`config.mk`:
```
export PLATFORM = sky130hd
export DESIGN_NAME = dirty_rect_tracker_core
export DESIGN_NICKNAME = d
export VERILOG_FILES = /design/src/drt_pkg.sv /design/src/drt_lane.sv /design/src/drt_merge.sv /design/src/dirty_rect_tracker_core.sv
export VERILOG_INCLUDE_DIRS = /design/src /design/src/src
export SDC_FILE = /design/constraint.sdc
export NUM_CORES = 1
export LEC_CHECK = 0
export ABC_AREA = 0
export BUFFER_PORTS_ARGS = -buffer_cell sky130_fd_sc_hd__buf_4
export CELL_PAD_IN_SITES_DETAIL_PLACEMENT = 1
export CELL_PAD_IN_SITES_GLOBAL_PLACEMENT = 1
export CORE_MARGIN = 2
export CORE_UTILIZATION = 53
export CTS_CLUSTER_SIZE = 14
export DETAILED_ROUTE_END_ITERATION = 10
export PLACE_DENSITY = 0.91
export SLEW_MARGIN = 20
export SYNTH_ARGS = -nofsm -noshare
export SYNTH_HDL_FRONTEND = slang
export SYNTH_SLANG_ARGS = --single-unit
export TNS_END_PERCENT = 5
```
`constraint.sdc`:
```
create_clock -name clk_i -period 9.9 [get_ports clk_i]
set_input_delay 1.98 -clock clk_i [delete_from_list [all_inputs] [get_ports clk_i]]
set_output_delay 1.98 -clock clk_i [all_outputs]
set_load 0.02 [all_outputs]
```
`src/dirty_rect_tracker_core_assert.svh`:
```
// assertion macros shared by the dirty rectangle tracker rtl
`ifndef DIRTY_RECT_TRACKER_CORE_ASSERT_SVH
`define DIRTY_RECT_TRACKER_CORE_ASSERT_SVH

// same-cycle implication, sampled on clk_i, off while in reset
`define DRT_ASSERT_NOW(lbl, ante, cons, msg) \
  lbl: assert property (@(posedge clk_i) disable iff (!rst_ni) (ante) |-> (cons)) \
    else $error(msg);

// next-cycle implication, sampled on clk_i, off while in reset
`define DRT_ASSERT_NEXT(lbl, ante, cons, msg) \
  lbl: assert property (@(posedge clk_i) disable iff (!rst_ni) (ante) |=> (cons)) \
    else $error(msg);

`endif

```
`src/drt_pkg.sv`:
```
`timescale 1ns / 1ps
`default_nettype none

package drt_pkg;

  localparam int unsigned CoordW  = 12;
  localparam int unsigned RegionW = 11;
  localparam int unsigned UnitW   = 13;

  typedef logic signed [CoordW-1:0] coord_t;

  typedef struct packed {
    coord_t x0;
    coord_t y0;
    coord_t x1;
    coord_t y1;
  } box_t;

  typedef struct packed {
    logic               nonempty;
    logic [RegionW-1:0] x0;
    logic [RegionW-1:0] y0;
    logic [RegionW-1:0] x1;
    logic [RegionW-1:0] y1;
  } region_t;

  typedef struct packed {
    logic accept;
    logic ld1;
    logic ld2;
    logic ld3;
  } lane_ctrl_t;

  typedef struct packed {
    logic   eye_a_visible;
    coord_t eye_a_left;
    coord_t eye_a_top;
    coord_t eye_a_right;
    coord_t eye_a_bottom;
    logic   eye_b_visible;
    coord_t eye_b_left;
    coord_t eye_b_top;
    coord_t eye_b_right;
    coord_t eye_b_bottom;
  } in_t;

  typedef struct packed {
    logic [9:0]  region_left;
    logic [9:0]  region_top;
    logic [10:0] region_right;
    logic [10:0] region_bottom;
    logic        region_none;
    logic        region_last;
  } out_t;

endpackage

`default_nettype wire

```
`src/drt_lane.sv`:
```
`timescale 1ns / 1ps
`default_nettype none

module drt_lane #(
  parameter int unsigned SCREEN_WIDTH  = 466,
  parameter int unsigned SCREEN_HEIGHT = 466,
  parameter int unsigned GRID_SIZE     = 16
) (
  input  wire                 clk_i,
  input  wire                 rst_ni,
  input  drt_pkg::lane_ctrl_t ctrl_i,
  input  wire                 visible_i,
  input  drt_pkg::box_t       box_i,
  output drt_pkg::region_t    region_o
);

  localparam int unsigned CW       = drt_pkg::CoordW;
  localparam int unsigned UW       = drt_pkg::UnitW;
  localparam int unsigned RW       = drt_pkg::RegionW;
  localparam int unsigned GridBits = $clog2(GRID_SIZE);
  localparam int unsigned Half     = 1 << (CW - 1);
  // multiple of the grid that lifts every coordinate to a non-negative value
  localparam int unsigned Offset   = GRID_SIZE * ((Half + GRID_SIZE - 1) / GRID_SIZE);
  localparam int unsigned Shift    = UW + GridBits;
  localparam int unsigned Recip    = ((1 << Shift) + GRID_SIZE - 1) / GRID_SIZE;
  localparam int unsigned PW       = Shift + UW;
  localparam int unsigned SW       = UW + GridBits + 2;

  function automatic logic box_empty(drt_pkg::box_t b);
    return (b.x0 >= b.x1) || (b.y0 >= b.y1);
  endfunction

  drt_pkg::box_t   prev_q;
  drt_pkg::box_t   cur;
  drt_pkg::box_t   uni;
  drt_pkg::coord_t uni_c [4];

  logic [UW-1:0] u_d [4];
  logic [UW-1:0] u_q [4];
  logic          e1_q;
  logic [UW-1:0] q_d [4];
  logic [UW-1:0] q_q [4];
  logic          e2_q;
  logic signed [SW-1:0] clip [4];
  drt_pkg::region_t region_d;
  drt_pkg::region_t region_q;

  // union of the stored box and the current one
  always_comb begin
    cur = visible_i ? box_i : '0;
    if (box_empty(prev_q)) begin
      uni = cur;
    end else if (box_empty(cur)) begin
      uni = prev_q;
    end else begin
      uni.x0 = (prev_q.x0 < cur.x0) ? prev_q.x0 : cur.x0;
      uni.y0 = (prev_q.y0 < cur.y0) ? prev_q.y0 : cur.y0;
      uni.x1 = (prev_q.x1 > cur.x1) ? prev_q.x1 : cur.x1;
      uni.y1 = (prev_q.y1 > cur.y1) ? prev_q.y1 : cur.y1;
    end
    uni_c[0] = uni.x0;
    uni_c[1] = uni.y0;
    uni_c[2] = uni.x1;
    uni_c[3] = uni.y1;
  end

  // ends get grid-1 added so that one floor serves both
  always_comb begin
    for (int k = 0; k < 4; k++) begin
      if (k < 2) begin
        u_d[k] = {{(UW-CW){uni_c[k][CW-1]}}, uni_c[k]} + UW'(Offset);
      end else begin
        u_d[k] = {{(UW-CW){uni_c[k][CW-1]}}, uni_c[k]} + UW'(Offset + GRID_SIZE - 1);
      end
    end
  end

  // quotient by reciprocal, exact over the whole lifted range
  always_comb begin
    logic [PW-1:0] prod;
    prod = '0;
    for (int k = 0; k < 4; k++) begin
      prod   = PW'(u_q[k]) * PW'(Recip);
      q_d[k] = prod[Shift +: UW];
    end
  end

  always_comb begin
    logic signed [SW-1:0] snap;
    snap = '0;
    for (int k = 0; k < 4; k++) begin
      snap = $signed(SW'(q_q[k]) * SW'(GRID_SIZE) - SW'(Offset));
      if (k < 2) begin
        clip[k] = (snap < 0) ? '0 : snap;
      end else if (k == 2) begin
        clip[k] = (snap > $signed(SW'(SCREEN_WIDTH))) ? $signed(SW'(SCREEN_WIDTH)) : snap;
      end else begin
        clip[k] = (snap > $signed(SW'(SCREEN_HEIGHT))) ? $signed(SW'(SCREEN_HEIGHT)) : snap;
      end
    end
    region_d.nonempty = !e2_q && (clip[0] < clip[2]) && (clip[1] < clip[3]);
    region_d.x0       = clip[0][RW-1:0];
    region_d.y0       = clip[1][RW-1:0];
    region_d.x1       = clip[2][RW-1:0];
    region_d.y1       = clip[3][RW-1:0];
  end

  always_ff @(posedge clk_i or negedge rst_ni) begin
    if (!rst_ni) begin
      prev_q <= '0;
    end else if (ctrl_i.accept) begin
      prev_q <= cur;
    end
  end

  always_ff @(posedge clk_i) begin
    if (ctrl_i.ld1) begin
      u_q  <= u_d;
      e1_q <= box_empty(uni);
    end
    if (ctrl_i.ld2) begin
      q_q  <= q_d;
      e2_q <= e1_q;
    end
    if (ctrl_i.ld3) begin
      region_q <= region_d;
    end
  end

  assign region_o = region_q;

endmodule

`default_nettype wire

```
`src/drt_merge.sv`:
```
`timescale 1ns / 1ps
`default_nettype none

module drt_merge (
  input  wire              clk_i,
  input  wire              rst_ni,
  input  wire              in_valid_i,
  output logic             in_ready_o,
  input  drt_pkg::region_t region_a_i,
  input  drt_pkg::region_t region_b_i,
  output logic             out_valid_o,
  input  wire              out_stall_i,
  output drt_pkg::out_t    out_data_o
);

  function automatic drt_pkg::out_t to_out(drt_pkg::region_t r, logic last);
    drt_pkg::out_t o;
    o.region_left   = r.x0[9:0];
    o.region_top    = r.y0[9:0];
    o.region_right  = r.x1;
    o.region_bottom = r.y1;
    o.region_none   = 1'b0;
    o.region_last   = last;
    return o;
  endfunction

  logic          v_q;
  logic          two_q;
  logic          two_d;
  logic          idx_q;
  logic          last;
  logic          overlap;
  drt_pkg::region_t uni;
  drt_pkg::out_t r0_q;
  drt_pkg::out_t r1_q;
  drt_pkg::out_t r0_d;
  drt_pkg::out_t r1_d;

  assign last       = idx_q || !two_q;
  assign in_ready_o = !v_q || (!out_stall_i && last);

  always_comb begin
    overlap = region_a_i.nonempty && region_b_i.nonempty &&
              (region_a_i.x0 < region_b_i.x1) && (region_b_i.x0 < region_a_i.x1) &&
              (region_a_i.y0 < region_b_i.y1) && (region_b_i.y0 < region_a_i.y1);
    uni.nonempty = 1'b1;
    uni.x0 = (region_a_i.x0 < region_b_i.x0) ? region_a_i.x0 : region_b_i.x0;
    uni.y0 = (region_a_i.y0 < region_b_i.y0) ? region_a_i.y0 : region_b_i.y0;
    uni.x1 = (region_a_i.x1 > region_b_i.x1) ? region_a_i.x1 : region_b_i.x1;
    uni.y1 = (region_a_i.y1 > region_b_i.y1) ? region_a_i.y1 : region_b_i.y1;

    two_d = 1'b0;
    r1_d  = to_out(region_b_i, 1'b1);
    if (overlap) begin
      r0_d = to_out(uni, 1'b1);
    end else if (region_a_i.nonempty && region_b_i.nonempty) begin
      r0_d  = to_out(region_a_i, 1'b0);
      two_d = 1'b1;
    end else if (region_a_i.nonempty) begin
      r0_d = to_out(region_a_i, 1'b1);
    end else if (region_b_i.nonempty) begin
      r0_d = to_out(region_b_i, 1'b1);
    end else begin
      // nothing dirty: single marker with zero coordinates
      r0_d             = '0;
      r0_d.region_none = 1'b1;
      r0_d.region_last = 1'b1;
    end
  end

  always_ff @(posedge clk_i or negedge rst_ni) begin
    if (!rst_ni) begin
      v_q   <= 1'b0;
      two_q <= 1'b0;
      idx_q <= 1'b0;
    end else if (in_ready_o) begin
      v_q   <= in_valid_i;
      two_q <= two_d;
      idx_q <= 1'b0;
    end else if (v_q && !out_stall_i) begin
      idx_q <= 1'b1;
    end
  end

  always_ff @(posedge clk_i) begin
    if (in_ready_o) begin
      r0_q <= r0_d;
      r1_q <= r1_d;
    end
  end

  assign out_valid_o = v_q;
  assign out_data_o  = idx_q ? r1_q : r0_q;

endmodule

`default_nettype wire

```
`src/dirty_rect_tracker_core.sv`:
```
`timescale 1ns / 1ps
`default_nettype none

`include "dirty_rect_tracker_core_assert.svh"

// Dirty rectangle tracker. Each request carries the boxes of two objects for one
// frame; two identical lanes unite each box with that object's box of the
// previous frame, snap the union outward to the grid and clip it to the screen,
// and a merge stage drops empty regions, joins overlapping ones and queues the
// results. A new request is taken every cycle while the output side keeps up;
// each request yields one or two results and the output port sends one result
// per cycle while out_stall_i is low, so a request with two results holds off
// further requests until its second result is sent. The first result of a
// request passes through the lifted union, registered when the request is
// taken, then reciprocal multiply, grid multiply and clip, and merge. There is
// no clearing pass after reset.
module dirty_rect_tracker_core #(
  parameter int unsigned SCREEN_WIDTH  = 466,
  parameter int unsigned SCREEN_HEIGHT = 466,
  parameter int unsigned GRID_SIZE     = 16
) (
  input  wire           clk_i,
  input  wire           rst_ni,
  input  wire           in_valid_i,
  output logic          in_stall_o,
  input  drt_pkg::in_t  in_data_i,
  output logic          out_valid_o,
  input  wire           out_stall_i,
  output drt_pkg::out_t out_data_o
);

  logic v1_q;
  logic v2_q;
  logic v3_q;
  logic rdy1;
  logic rdy2;
  logic rdy3;
  logic rdy4;

  drt_pkg::lane_ctrl_t ctrl;
  drt_pkg::box_t       box_a;
  drt_pkg::box_t       box_b;
  drt_pkg::region_t    region_a;
  drt_pkg::region_t    region_b;

  // a stage takes new data when it is empty or its content moves on
  assign rdy3 = !v3_q || rdy4;
  assign rdy2 = !v2_q || rdy3;
  assign rdy1 = !v1_q || rdy2;

  assign in_stall_o  = !rdy1;
  assign ctrl.accept = in_valid_i && rdy1;
  assign ctrl.ld1    = rdy1;
  assign ctrl.ld2    = rdy2;
  assign ctrl.ld3    = rdy3;

  always_ff @(posedge clk_i or negedge rst_ni) begin
    if (!rst_ni) begin
      v1_q <= 1'b0;
      v2_q <= 1'b0;
      v3_q <= 1'b0;
    end else begin
      if (rdy1) begin
        v1_q <= in_valid_i;
      end
      if (rdy2) begin
        v2_q <= v1_q;
      end
      if (rdy3) begin
        v3_q <= v2_q;
      end
    end
  end

  assign box_a.x0 = in_data_i.eye_a_left;
  assign box_a.y0 = in_data_i.eye_a_top;
  assign box_a.x1 = in_data_i.eye_a_right;
  assign box_a.y1 = in_data_i.eye_a_bottom;
  assign box_b.x0 = in_data_i.eye_b_left;
  assign box_b.y0 = in_data_i.eye_b_top;
  assign box_b.x1 = in_data_i.eye_b_right;
  assign box_b.y1 = in_data_i.eye_b_bottom;

  drt_lane #(
    .SCREEN_WIDTH (SCREEN_WIDTH),
    .SCREEN_HEIGHT(SCREEN_HEIGHT),
    .GRID_SIZE    (GRID_SIZE)
  ) u_lane_a (
    .clk_i    (clk_i),
    .rst_ni   (rst_ni),
    .ctrl_i   (ctrl),
    .visible_i(in_data_i.eye_a_visible),
    .box_i    (box_a),
    .region_o (region_a)
  );

  drt_lane #(
    .SCREEN_WIDTH (SCREEN_WIDTH),
    .SCREEN_HEIGHT(SCREEN_HEIGHT),
    .GRID_SIZE    (GRID_SIZE)
  ) u_lane_b (
    .clk_i    (clk_i),
    .rst_ni   (rst_ni),
    .ctrl_i   (ctrl),
    .visible_i(in_data_i.eye_b_visible),
    .box_i    (box_b),
    .region_o (region_b)
  );

  drt_merge u_merge (
    .clk_i      (clk_i),
    .rst_ni     (rst_ni),
    .in_valid_i (v3_q),
    .in_ready_o (rdy4),
    .region_a_i (region_a),
    .region_b_i (region_b),
    .out_valid_o(out_valid_o),
    .out_stall_i(out_stall_i),
    .out_data_o (out_data_o)
  );

  `DRT_ASSERT_NOW(a_none_is_last, out_valid_o && out_data_o.region_none,
                  out_data_o.region_last, "none marker without last flag")
  `DRT_ASSERT_NOW(a_none_is_zero, out_valid_o && out_data_o.region_none,
                  out_data_o.region_left == 0 && out_data_o.region_top == 0 &&
                  out_data_o.region_right == 0 && out_data_o.region_bottom == 0,
                  "none marker with nonzero coordinates")
  `DRT_ASSERT_NOW(a_region_nonempty, out_valid_o && !out_data_o.region_none,
                  out_data_o.region_left < out_data_o.region_right &&
                  out_data_o.region_top < out_data_o.region_bottom,
                  "empty region sent")
  `DRT_ASSERT_NOW(a_region_on_screen, out_valid_o && !out_data_o.region_none,
                  out_data_o.region_right <= SCREEN_WIDTH &&
                  out_data_o.region_bottom <= SCREEN_HEIGHT,
                  "region not clipped to screen")
  `DRT_ASSERT_NEXT(a_second_follows,
                   out_valid_o && !out_stall_i && !out_data_o.region_last,
                   out_valid_o && out_data_o.region_last && !out_data_o.region_none,
                   "second region of a request missing")

endmodule

`default_nettype wire
```
==> results of run 1 <==
-- Yosys cell counts, types with 4 or more instances --
cell / n
a21o_1: 49
o21ai_0: 149
and3_1: 5
nand2b_1: 43
dfrtp_1: 102
or4_1: 5
edfxtp_1: 260
inv_1: 207
a21oi_1: 105
o21a_1: 25
a2111oi_0: 6
nor2_1: 100
nor3_1: 17
xnor2_1: 34
a211o_1: 6
mux2_2: 87
o2111ai_1: 4
nand3_1: 35
o211ai_1: 7
nand4_1: 31
and2_1: 50
nor3b_1: 5
a22o_1: 28
nor4_1: 8
a211oi_1: 4
xor2_1: 14
nand2_1: 246
and4_1: 7
a31oi_1: 17
buf_1: 6
o21bai_1: 4
or2_2: 4
buf_4: 18
nor2b_1: 26
a41oi_1: 5
a22oi_1: 4
mux2i_1: 33
clkbuf_1: 32
buf_2: 10
ha_1: 318
-- kinds of logic after synthesis --
kind of cell             count (synthesis)
AND/OR/NAND/NOR                        591
AO/OA/AOI/OAI                          455
flip-flops                             362
adder cells (fa/ha/maj)                318
buffers and inverters                  275
multiplexers                           120
XOR/XNOR                                48
other                                    1
-- power breakdown --
part           internal, W  total [W]  switching, W
registers          0.00231    0.00267      0.000355
logic              0.00110    0.00271       0.00161
clock network     0.000878    0.00154      0.000658
total              0.00429    0.00692       0.00263
-- worst paths after layout --
path                                  endpoint  slack [ns]  cells past startpoint
setup / recovery                 u_lane_b.e1_q        2.65                     22
hold / removal                u_lane_a.q_q[15]        0.41                      0
setup reg to reg                 u_lane_b.e1_q        4.27                     20
hold reg to reg               u_lane_a.q_q[15]        0.41                      0
max in group asynchronous   u_lane_a.prev_q[6]        7.05                      2
min in group asynchronous  u_lane_b.prev_q[10]        1.46                      1
-- through the flow --
| step | total power (W) | instance area [µm²] |
|---|---|---|
| finish | 0.006917 | 25830 |
| detailed placement | 0.005316 | 24500 |
| floorplan | 0.004333 | 22990 |
| CTS | 0.006918 | 25830 |
| global placement | 0.005027 | 24500 |
| global route | 0.007307 | 25830 |
-- per-layer routing --
metal  part of all wire  up-vias
met5                  0        -
met4              0.042        0
met3              0.046      159
met2               0.49      435
met1               0.42     8538
li1                   -     8047
-- state kept, by name (all words and copies together), names as in the netlist --
signal,cells
u_lane_a.e2_q,1
u_lane_a.prev_q,48
u_merge.idx_q,1
v3_q,1
u_merge.two_q,1
u_lane_b.region_o,31
v2_q,1
v1_q,1
u_lane_a.q_q,34
u_lane_a.u_q,34
u_merge.r0_q,30
u_merge.r1_q,28
u_lane_b.u_q,34
u_lane_a.region_o,31
u_lane_b.e2_q,1
u_lane_b.q_q,34
u_lane_a.e1_q,1
u_lane_b.prev_q,48
u_lane_b.e1_q,1
u_merge.out_valid_o,1
-- worst max-delay path: stages --
cell      delay, ns
buf_4          0.53
nand2_1        0.28
ha_1           0.42
nand4_1        0.20
a211o_1        0.28
a21oi_1        0.21
a211o_1        0.21
a221oi_4       0.11
a21boi_0       0.15
a21oi_1        0.50
buf_4          0.31
mux2_2         0.35
ha_1           0.29
nand2b_1       0.15
a21o_1         0.18
a21o_1         0.17
a21o_1         0.22
a21o_1         0.19
a21o_1         0.17
a21oi_1        0.15
nor3_1         0.07
or4_1          0.40
-- cell type report --
type / instances / share of cell area
Sequential cell: 362 / 0.4011
Clock buffer: 49 / 0.04253
Inverter: 207 / 0.03013
Tap cell: 585 / 0.02834
Multi-Input combinational cell: 1546 / 0.4465
Clock inverter: 26 / 0.009010
Timing Repair Buffer: 146 / 0.04243
==> impl_metrics.ini, run 1 <==
[clock_tree]
htree_levels = 2
cts_buffer_depth = 3
cts_num_sinks = 362
hold_buffers = 0
cts_setup_buffers = 0
cts_tree = built
cts-root-buf = clkbuf_16
clkTransAtPathRegs_ns = 0.07
cts_buffers = 42
clk_latency_ns = 0.57
cts_resized = 0

[layout]
final_common_cell = ha_1
syn2layout_area_growth_pct = 12.61
fillers = 4604
layout-drive-gt1-share = 0.1378
layout_common_cells = ha_1, edfxtp_1, nand2_1
register_area_um2 = 10360
nets = 2725
multi_input_area_um2 = 11530
antennaDiodeCount = 0
fin_util = 0.6023
stdcell_count = 2921

[die]
die_height_um = 212.0
initial_core_util = 0.5348
dieArea_um2 = 44960
die_x_um = 212.0
fp.coreArea_um2 = 42890
rows = 76
io_pins = 148

[yosys]
synth_cell_types = 72
synth_top_family_by_area = adder cells
yosys.area_share.simple = 0.1230
netlist_instances = 2170
async_reset_ff_frac = 0.2818
synth_top_cell_area_share = 0.3404
ys_seq_area_frac = 0.4517
netlist_area_um2 = 22940
synth_compound_area_frac = 0.1272
synth-warning-count = 0
synth_ff_type = edfxtp_1
synth-xor-area-share = 0.01833
muxShareOfSynthArea = 0.05711
synth_seq_cells = 362
synth_top_area_cell = edfxtp_1
syn_avg_cell_area_um2 = 10.57
synthTopCellsByArea = edfxtp_1, ha_1, dfrtp_1
synth-adder-area-share = 0.1735
synth_edf_count = 260

[sta]
fin_crit_sh = 0.7325
tightest_slew_ns = 1.255
max_freq_mhz = 137.9
finalMaxSlewViolations = 0
slew_headroom = 0.1557
setup_viol = 0
period_needed_ns = 7.252
fin_skew_ns = 0.01366
fin_setup_tns_ns = 0
final.setup.worst_slack_ns = 2.648
whs_ns = 0.4132
hold_viol = 0
rsz0062_at_grt = false

[setup_path]
worstSetupStartpointType = input port
critPathKind = input port to flip-flop
critPathLaunch = in_data_i[48]
r2r_start = u_lane_b.prev_q[12]
crit_fanout = 63
endpoint_kind = flip-flop
arrival_ns = 7.55
cp.required_ns = 10.20

[global_route]
grt_util_met1 = 0.3664
grt_util_all_layers = 0.2975
grt_pass1_vias = 18870
antenna_found_initial = 0
grt_pass1_wl_mm = 103.2
met3_usage = 0.04579
grt_max_degree = 114
use_met2 = 0.5175
grt_overflow = 0
grt.busiest_layer = met2

[route]
routedWlPerCell_um = 22.55
wirelength_mm = 65.86
dr_total_vias = 17180
dr.pass1.iters = 5
antenna_left = 0
drt_iter0_drc = 1057
drc_errors = 0
via_per_inst = 5.881

[flow_run]
maxCapViolations = 0

[placed_design]
hpwl_mm = 49.90
gp_congestion = 0.9300
portBuffers = 133
dp_slack_ns = 2.208
dpl.cell_count = 2846

[power]
cellLeakagePower_nw = 11.70
power.density_nw_per_um2 = 267.8
ir_drop_mv = 0.1514

[run_status]
outcome = complete, no violations

[min_path]
hp-start = u_lane_a.u_q[19]
min_path_type = flip-flop to flip-flop
Note: power is estimated with default switching activity, not from simulation.
==> run 2: changes to the inputs <==
Settings changed: CORE_UTILIZATION 53 to 49, PLACE_DENSITY 0.91 to 0.86.
Clock period 9.9 ns to 6.7 ns, I/O delays scaled along.
==> run 2 against run 1 <==
Compared with the run above: count of clock-buffer cells in the layout shrank 2; combinational power up 49%; sequential share of layout area decreased by 0.32 points; total power is 50% higher; register-to-register slack got worse by 3.5 ns; die area up 8.0%; wire length rose by 2.6%; critical path type unchanged.
==> impl_metrics.ini, run 2 (synthesis gave the netlist of run 1 again) <==
[layout]
syn2layout_area_growth_pct = 13.54
layout-drive-gt1-share = 0.1429
multi_input_area_um2 = 11530
reg_top3 = u_lane_a.prev_q x48, u_lane_b.prev_q x48
layout_common_cells = ha_1, edfxtp_1, nand2_1
stdcell_count = 2958
design_area_um2 = 26040
fillers = 5013
register_area_um2 = 10360
fin_util = 0.5618
nets = 2739
antennaDiodeCount = 0
final_common_cell = ha_1

[sta]
max_freq_mhz = 161.1
rsz0062_at_grt = false
setup_viol = 0
slew_headroom = 0.2768
period_needed_ns = 6.208
hold_viol = 0
fin_skew_ns = 0.01740
tightest_slew_ns = 1.075
finalMaxSlewViolations = 0
fin_crit_sh = 0.9266

[die]
die_x_um = 220.4
die_height_um = 220.4
initial_core_util = 0.4948
fp.coreArea_um2 = 46360
rows = 79
dieArea_um2 = 48560
io_pins = 148

[clock_tree]
clkTransAtPathRegs_ns = 0.06
clk_latency_ns = 0.57
cts-root-buf = clkbuf_16
cts_resized = 0
cts_buffers = 40
hold_buffers = 0
cts_num_sinks = 362
cts_buffer_depth = 3
cts_setup_buffers = 0
cts_tree = built
htree_levels = 2

[global_route]
grt_max_degree = 97
grt_pass1_vias = 18710
grt_pass1_wl_mm = 105.0
grt_overflow = 0
antenna_found_initial = 1
grt_util_all_layers = 0.2814

[placed_design]
hpwl_mm = 51.66
gp_congestion = 0.9447
portBuffers = 133
dpl_cell_area_um2 = 24660
dpl.cell_count = 2884

[power]
cellLeakagePower_nw = 11.79
ir_drop_mv = 0.2488
power.density_nw_per_um2 = 398.4

[route]
drt_iter0_drc = 1136
via_per_inst = 5.820
drc_errors = 0
dr_total_vias = 17220
met1_length_mm = 29.24
wirelength_mm = 67.54
dr.max_layer_used = met5
dr_wl_met2_mm = 33.00
routedWlPerCell_um = 22.83
dr.pass1.iters = 5
antenna_left = 0
dr_wl_met3_mm = 3.040

[setup_path]
worstSetupStartpointType = input port
critPathKind = input port to flip-flop
r2r_start = u_lane_b.prev_q[12]
critPathLaunch = in_data_i[48]
arrival_ns = 6.51
cp.required_ns = 7.00
endpoint_kind = flip-flop
crit_fanout = 33

[min_path]
hp-start = u_lane_b.u_q[49]
min_path_type = flip-flop to flip-flop

[flow_run]
maxCapViolations = 0

[run_status]
outcome = complete, no violations
-- run 2: cell types whose count changed in the layout (fill, tap and decap cells not counted), moves of 2 or more --
| cell | delta |
|---|---|
| clkinv_1 | +2 |
| bufinv_16 | +4 |
| clkbuf_16 | -2 |
| buf_4 | +15 |
| clkinv_2 | -7 |
-- run 2: cell type report --
| class | count | share of cell area |
|---|---|---|
| repair buffers | 162 | 0.04718 |
| well taps | 607 | 0.02916 |
| clock buffers | 47 | 0.04026 |
| multi-input cells | 1546 | 0.4428 |
| inverters | 207 | 0.02988 |
| flip-flops and latches | 362 | 0.3979 |
| clock inverters | 27 | 0.01283 |
-- run 2: worst paths after layout --
| path | end | depth (start not counted) | slack [ns] |
|---|---|---|---|
| worst max register to register | u_lane_b.e1_q | 19 | 0.75 |
| worst min-delay path | u_lane_b.q_q[45] | 0 | 0.42 |
| min in group asynchronous | u_lane_b.prev_q[5] | 1 | 0.83 |
| worst max-delay path | u_lane_b.e1_q | 20 | 0.49 |
| max in group asynchronous | u_merge.idx_q | 2 | 4.44 |
| worst min register to register | u_lane_b.q_q[45] | 0 | 0.42 |
-- run 2: worst max-delay path, cell delays in order --
cell,delay (ns)
buf_4,0.35
nand2_1,0.25
ha_1,0.44
nand4_1,0.27
a211o_1,0.30
a21oi_1,0.18
o21ai_1,0.13
a221oi_4,0.45
a31oi_1,0.24
buf_4,0.23
mux2_2,0.28
ha_1,0.30
a21o_1,0.15
a21o_1,0.17
a21o_1,0.18
a21o_1,0.17
a21o_1,0.18
a21oi_1,0.30
nor2_1,0.10
or4_1,0.48
-- run 2: where the power goes --
group          switching (W)  internal, W
registers           0.000562      0.00342
clock network       0.000956      0.00140
logic                0.00239      0.00164
-- run 2: routing by layer --
metal,vias to the layer above,track usage
li1,8087,-
met1,8567,0.3579
met2,425,0.4862
met3,135,0.04509
met4,2,0.09799
met5,-,0
-- run 2: per-stage QoR --
step / TNS [ns] / setup slack (ns) / hold slack (ns) / total power, W
floorplan: -0.1053 / -0.1053 / 0.4003 / 0.006405
global placement: 0 / 0.2331 / 0.4023 / 0.007524
detailed placement: 0 / 0.09988 / 0.4062 / 0.007930
CTS: 0 / 0.6399 / 0.4179 / 0.01039
global route: 0 / 0.2994 / 0.4232 / 0.01099
finish: 0 / 0.4918 / 0.4162 / 0.01037
==> run 3: changes to the inputs <==
Settings changed: CORE_UTILIZATION 49 to 53, PLACE_DENSITY 0.86 to 0.91, RECOVER_POWER from default to 50.
Clock period 6.7 ns to 7.4 ns, I/O delays scaled along.
==> run 3 against run 2 <==
Compared with the run above: the run now ends with capacitance limit, slew limit left; worst hold slack about the same; critical path depth is the same; global-route usage increased by 2.7 points; sequential power fell by 9.8%; first-iteration DRC count shrank 3.0%; largest cell class unchanged.
==> impl_metrics.ini, run 3 (synthesis gave the netlist of run 1 again) <==
[run_status]
outcome = finished, violations left
violations = capacitance limit, slew limit

[clock_tree]
cts_setup_buffers = 0
clk_latency_ns = 0.57
cts_tree = built
clkTransAtPathRegs_ns = 0.06
htree_levels = 2
cts-root-buf = clkbuf_16
cts_buffer_depth = 3
cts_num_sinks = 362
hold_buffers = 0
cts_resized = 0
cts_buffers = 41

[sta]
slew_headroom = -1.281
max_freq_mhz = 154.2
fin_setup_tns_ns = 0
rsz0062_at_grt = false
tightest_slew_ns = 3.421
fin_skew_ns = 0.01443
finalMaxSlewViolations = 218
setup_viol = 0
hold_viol = 0
period_needed_ns = 6.486
whs_ns = 0.4166
fin_crit_sh = 0.8765

[placed_design]
gp_congestion = 0.9117
hpwl_mm = 50.67
dpl_cell_area_um2 = 24550
portBuffers = 133

[power]
p_sw_w = 0.003581
switching_share = 0.3784
pwr-share-seq = 0.380
p_comb_frac = 0.388
power.density_nw_per_um2 = 364.3
p_int_w = 0.005883
cellLeakagePower_nw = 11.75
clockPowerShare = 0.232
ir_drop_mv = 0.1599

[setup_path]
crit_fanout = 56
endpoint_kind = flip-flop
arrival_ns = 6.78
critPathLaunch = in_data_i[48]
cp.required_ns = 7.70
r2r_start = u_lane_a.prev_q[21]
critPathKind = input port to flip-flop
crit_top_cell = a21o_1
slowest_stage = or4_1
worstSetupStartpointType = input port
critPathMaxStageDelay_ns = 0.50
crit_chain = buf_4 > nand2_1 > ha_1 > a21o_1 > a21oi_1 > nand2_1 > a211o_1 > a221oi_4 > a31oi_1 > mux2_2 > ha_1 > nand2b_1 > a21o_1 > a21o_1 > a21o_1 > a21o_1 > a21o_1 > a21oi_1 > nor2_1 > or4_1

[die]
rows = 76
fp.coreArea_um2 = 42890
dieArea_um2 = 44960
initial_core_util = 0.5348
die_height_um = 212.0
die_x_um = 212.0
io_pins = 148

[global_route]
grt_pass1_wl_mm = 106.6
grt_pass1_vias = 19090
grt_max_degree = 112
grt_util_all_layers = 0.3088
grt_overflow = 0
antenna_found_initial = 2

[min_path]
min_path_type = flip-flop to flip-flop
hp-start = u_lane_b.u_q[25]

[layout]
fin_util = 0.6057
layout-drive-gt1-share = 0.1389
design_area_um2 = 25970
final_common_cell = ha_1
layout_common_cells = ha_1, edfxtp_1, nand2_1
syn2layout_area_growth_pct = 13.24
fillers = 4593
nets = 2730
reg_top3 = u_lane_a.prev_q x48, u_lane_b.prev_q x48

[route]
antenna_left = 0
drt_iter0_drc = 1102
dr_total_vias = 17510
routedWlPerCell_um = 23.36
dr.pass1.iters = 7
drc_errors = 0
via_per_inst = 5.985
wirelength_mm = 68.35

[flow_run]
maxCapViolations = 4
[run 3: cell types whose count changed in the layout (fill, tap and decap cells not counted), sizes merged]
cell | before | now
buf | 162 | 147
clkbuf | 47 | 54
clkinvlp | 3 | 0
clkinv | 15 | 14
diode | 0 | 1
inv | 209 | 210
[run 3: path summary, 6_finish.rpt]
| path | end | cells after the start | slack, ns |
|---|---|---|---|
| max | u_lane_b.e1_q | 20 | 0.91 |
| min in group asynchronous | v2_q | 1 | 1.79 |
| max reg2reg | u_lane_a.e1_q | 19 | 1.76 |
| max in group asynchronous | u_lane_a.prev_q[8] | 2 | 2.72 |
| min reg2reg | u_lane_b.q_q[21] | 0 | 0.42 |
| min | u_lane_b.q_q[21] | 0 | 0.42 |
[run 3: worst max-delay path, delay by kind of cell]
family | cells | cell delay (ns)
mux | 1 | 0.34
buf+inv | 1 | 0.48
fa+ha+maj | 2 | 0.70
compound gates | 11 | 2.59
simple gates | 5 | 1.13
[run 3: per-layer routing]
metal | up-vias | track usage | wire (µm)
met3 | 213 | 0.04874 | 3410
met4 | 0 | 0.1693 | 3770
met1 | 8697 | 0.3752 | 28030
li1 | 8069 | - | -
met2 | 533 | 0.5267 | 33140
met5 | - | 0 | 0
[run 3: per-stage QoR]
stage | worst slack [ns] | power (W) | instances
4_1_cts | 0.9633 | 0.009459 | 2925
2_1_floorplan | 0.2123 | 0.005797 | 2183
3_3_place_gp | 0.5592 | 0.006767 | 2852
3_5_place_dp | 0.4279 | 0.007124 | 2852
6_report | 0.9138 | 0.009464 | 2926
5_1_grt | 0.5216 | 0.009983 | 2926
[run 3: layout make-up]
| class | count | area (µm²) | area share |
|---|---|---|---|
| Tap cell | 585 | 732.0 | 0.02818 |
| Inverter | 207 | 777.0 | 0.02991 |
| Clock buffer | 49 | 1096 | 0.04220 |
| Antenna cell | 1 | 2.502 | 0.00009634 |
| Timing Repair Buffer | 152 | 1136 | 0.04374 |
| Sequential cell | 362 | 10360 | 0.3988 |
| Multi-Input combinational cell | 1546 | 11530 | 0.4440 |
| Clock inverter | 24 | 339.1 | 0.01305 |
[run 3: power groups by stage]
stage,clock network (W),registers (W),logic (W)
2_1_floorplan,0,0.00337,0.00242
5_1_grt,0.00229,0.00365,0.00404
6_report,0.00220,0.00359,0.00367
3_5_place_dp,0,0.00359,0.00353
4_1_cts,0.00223,0.00358,0.00365
3_3_place_gp,0,0.00351,0.00326
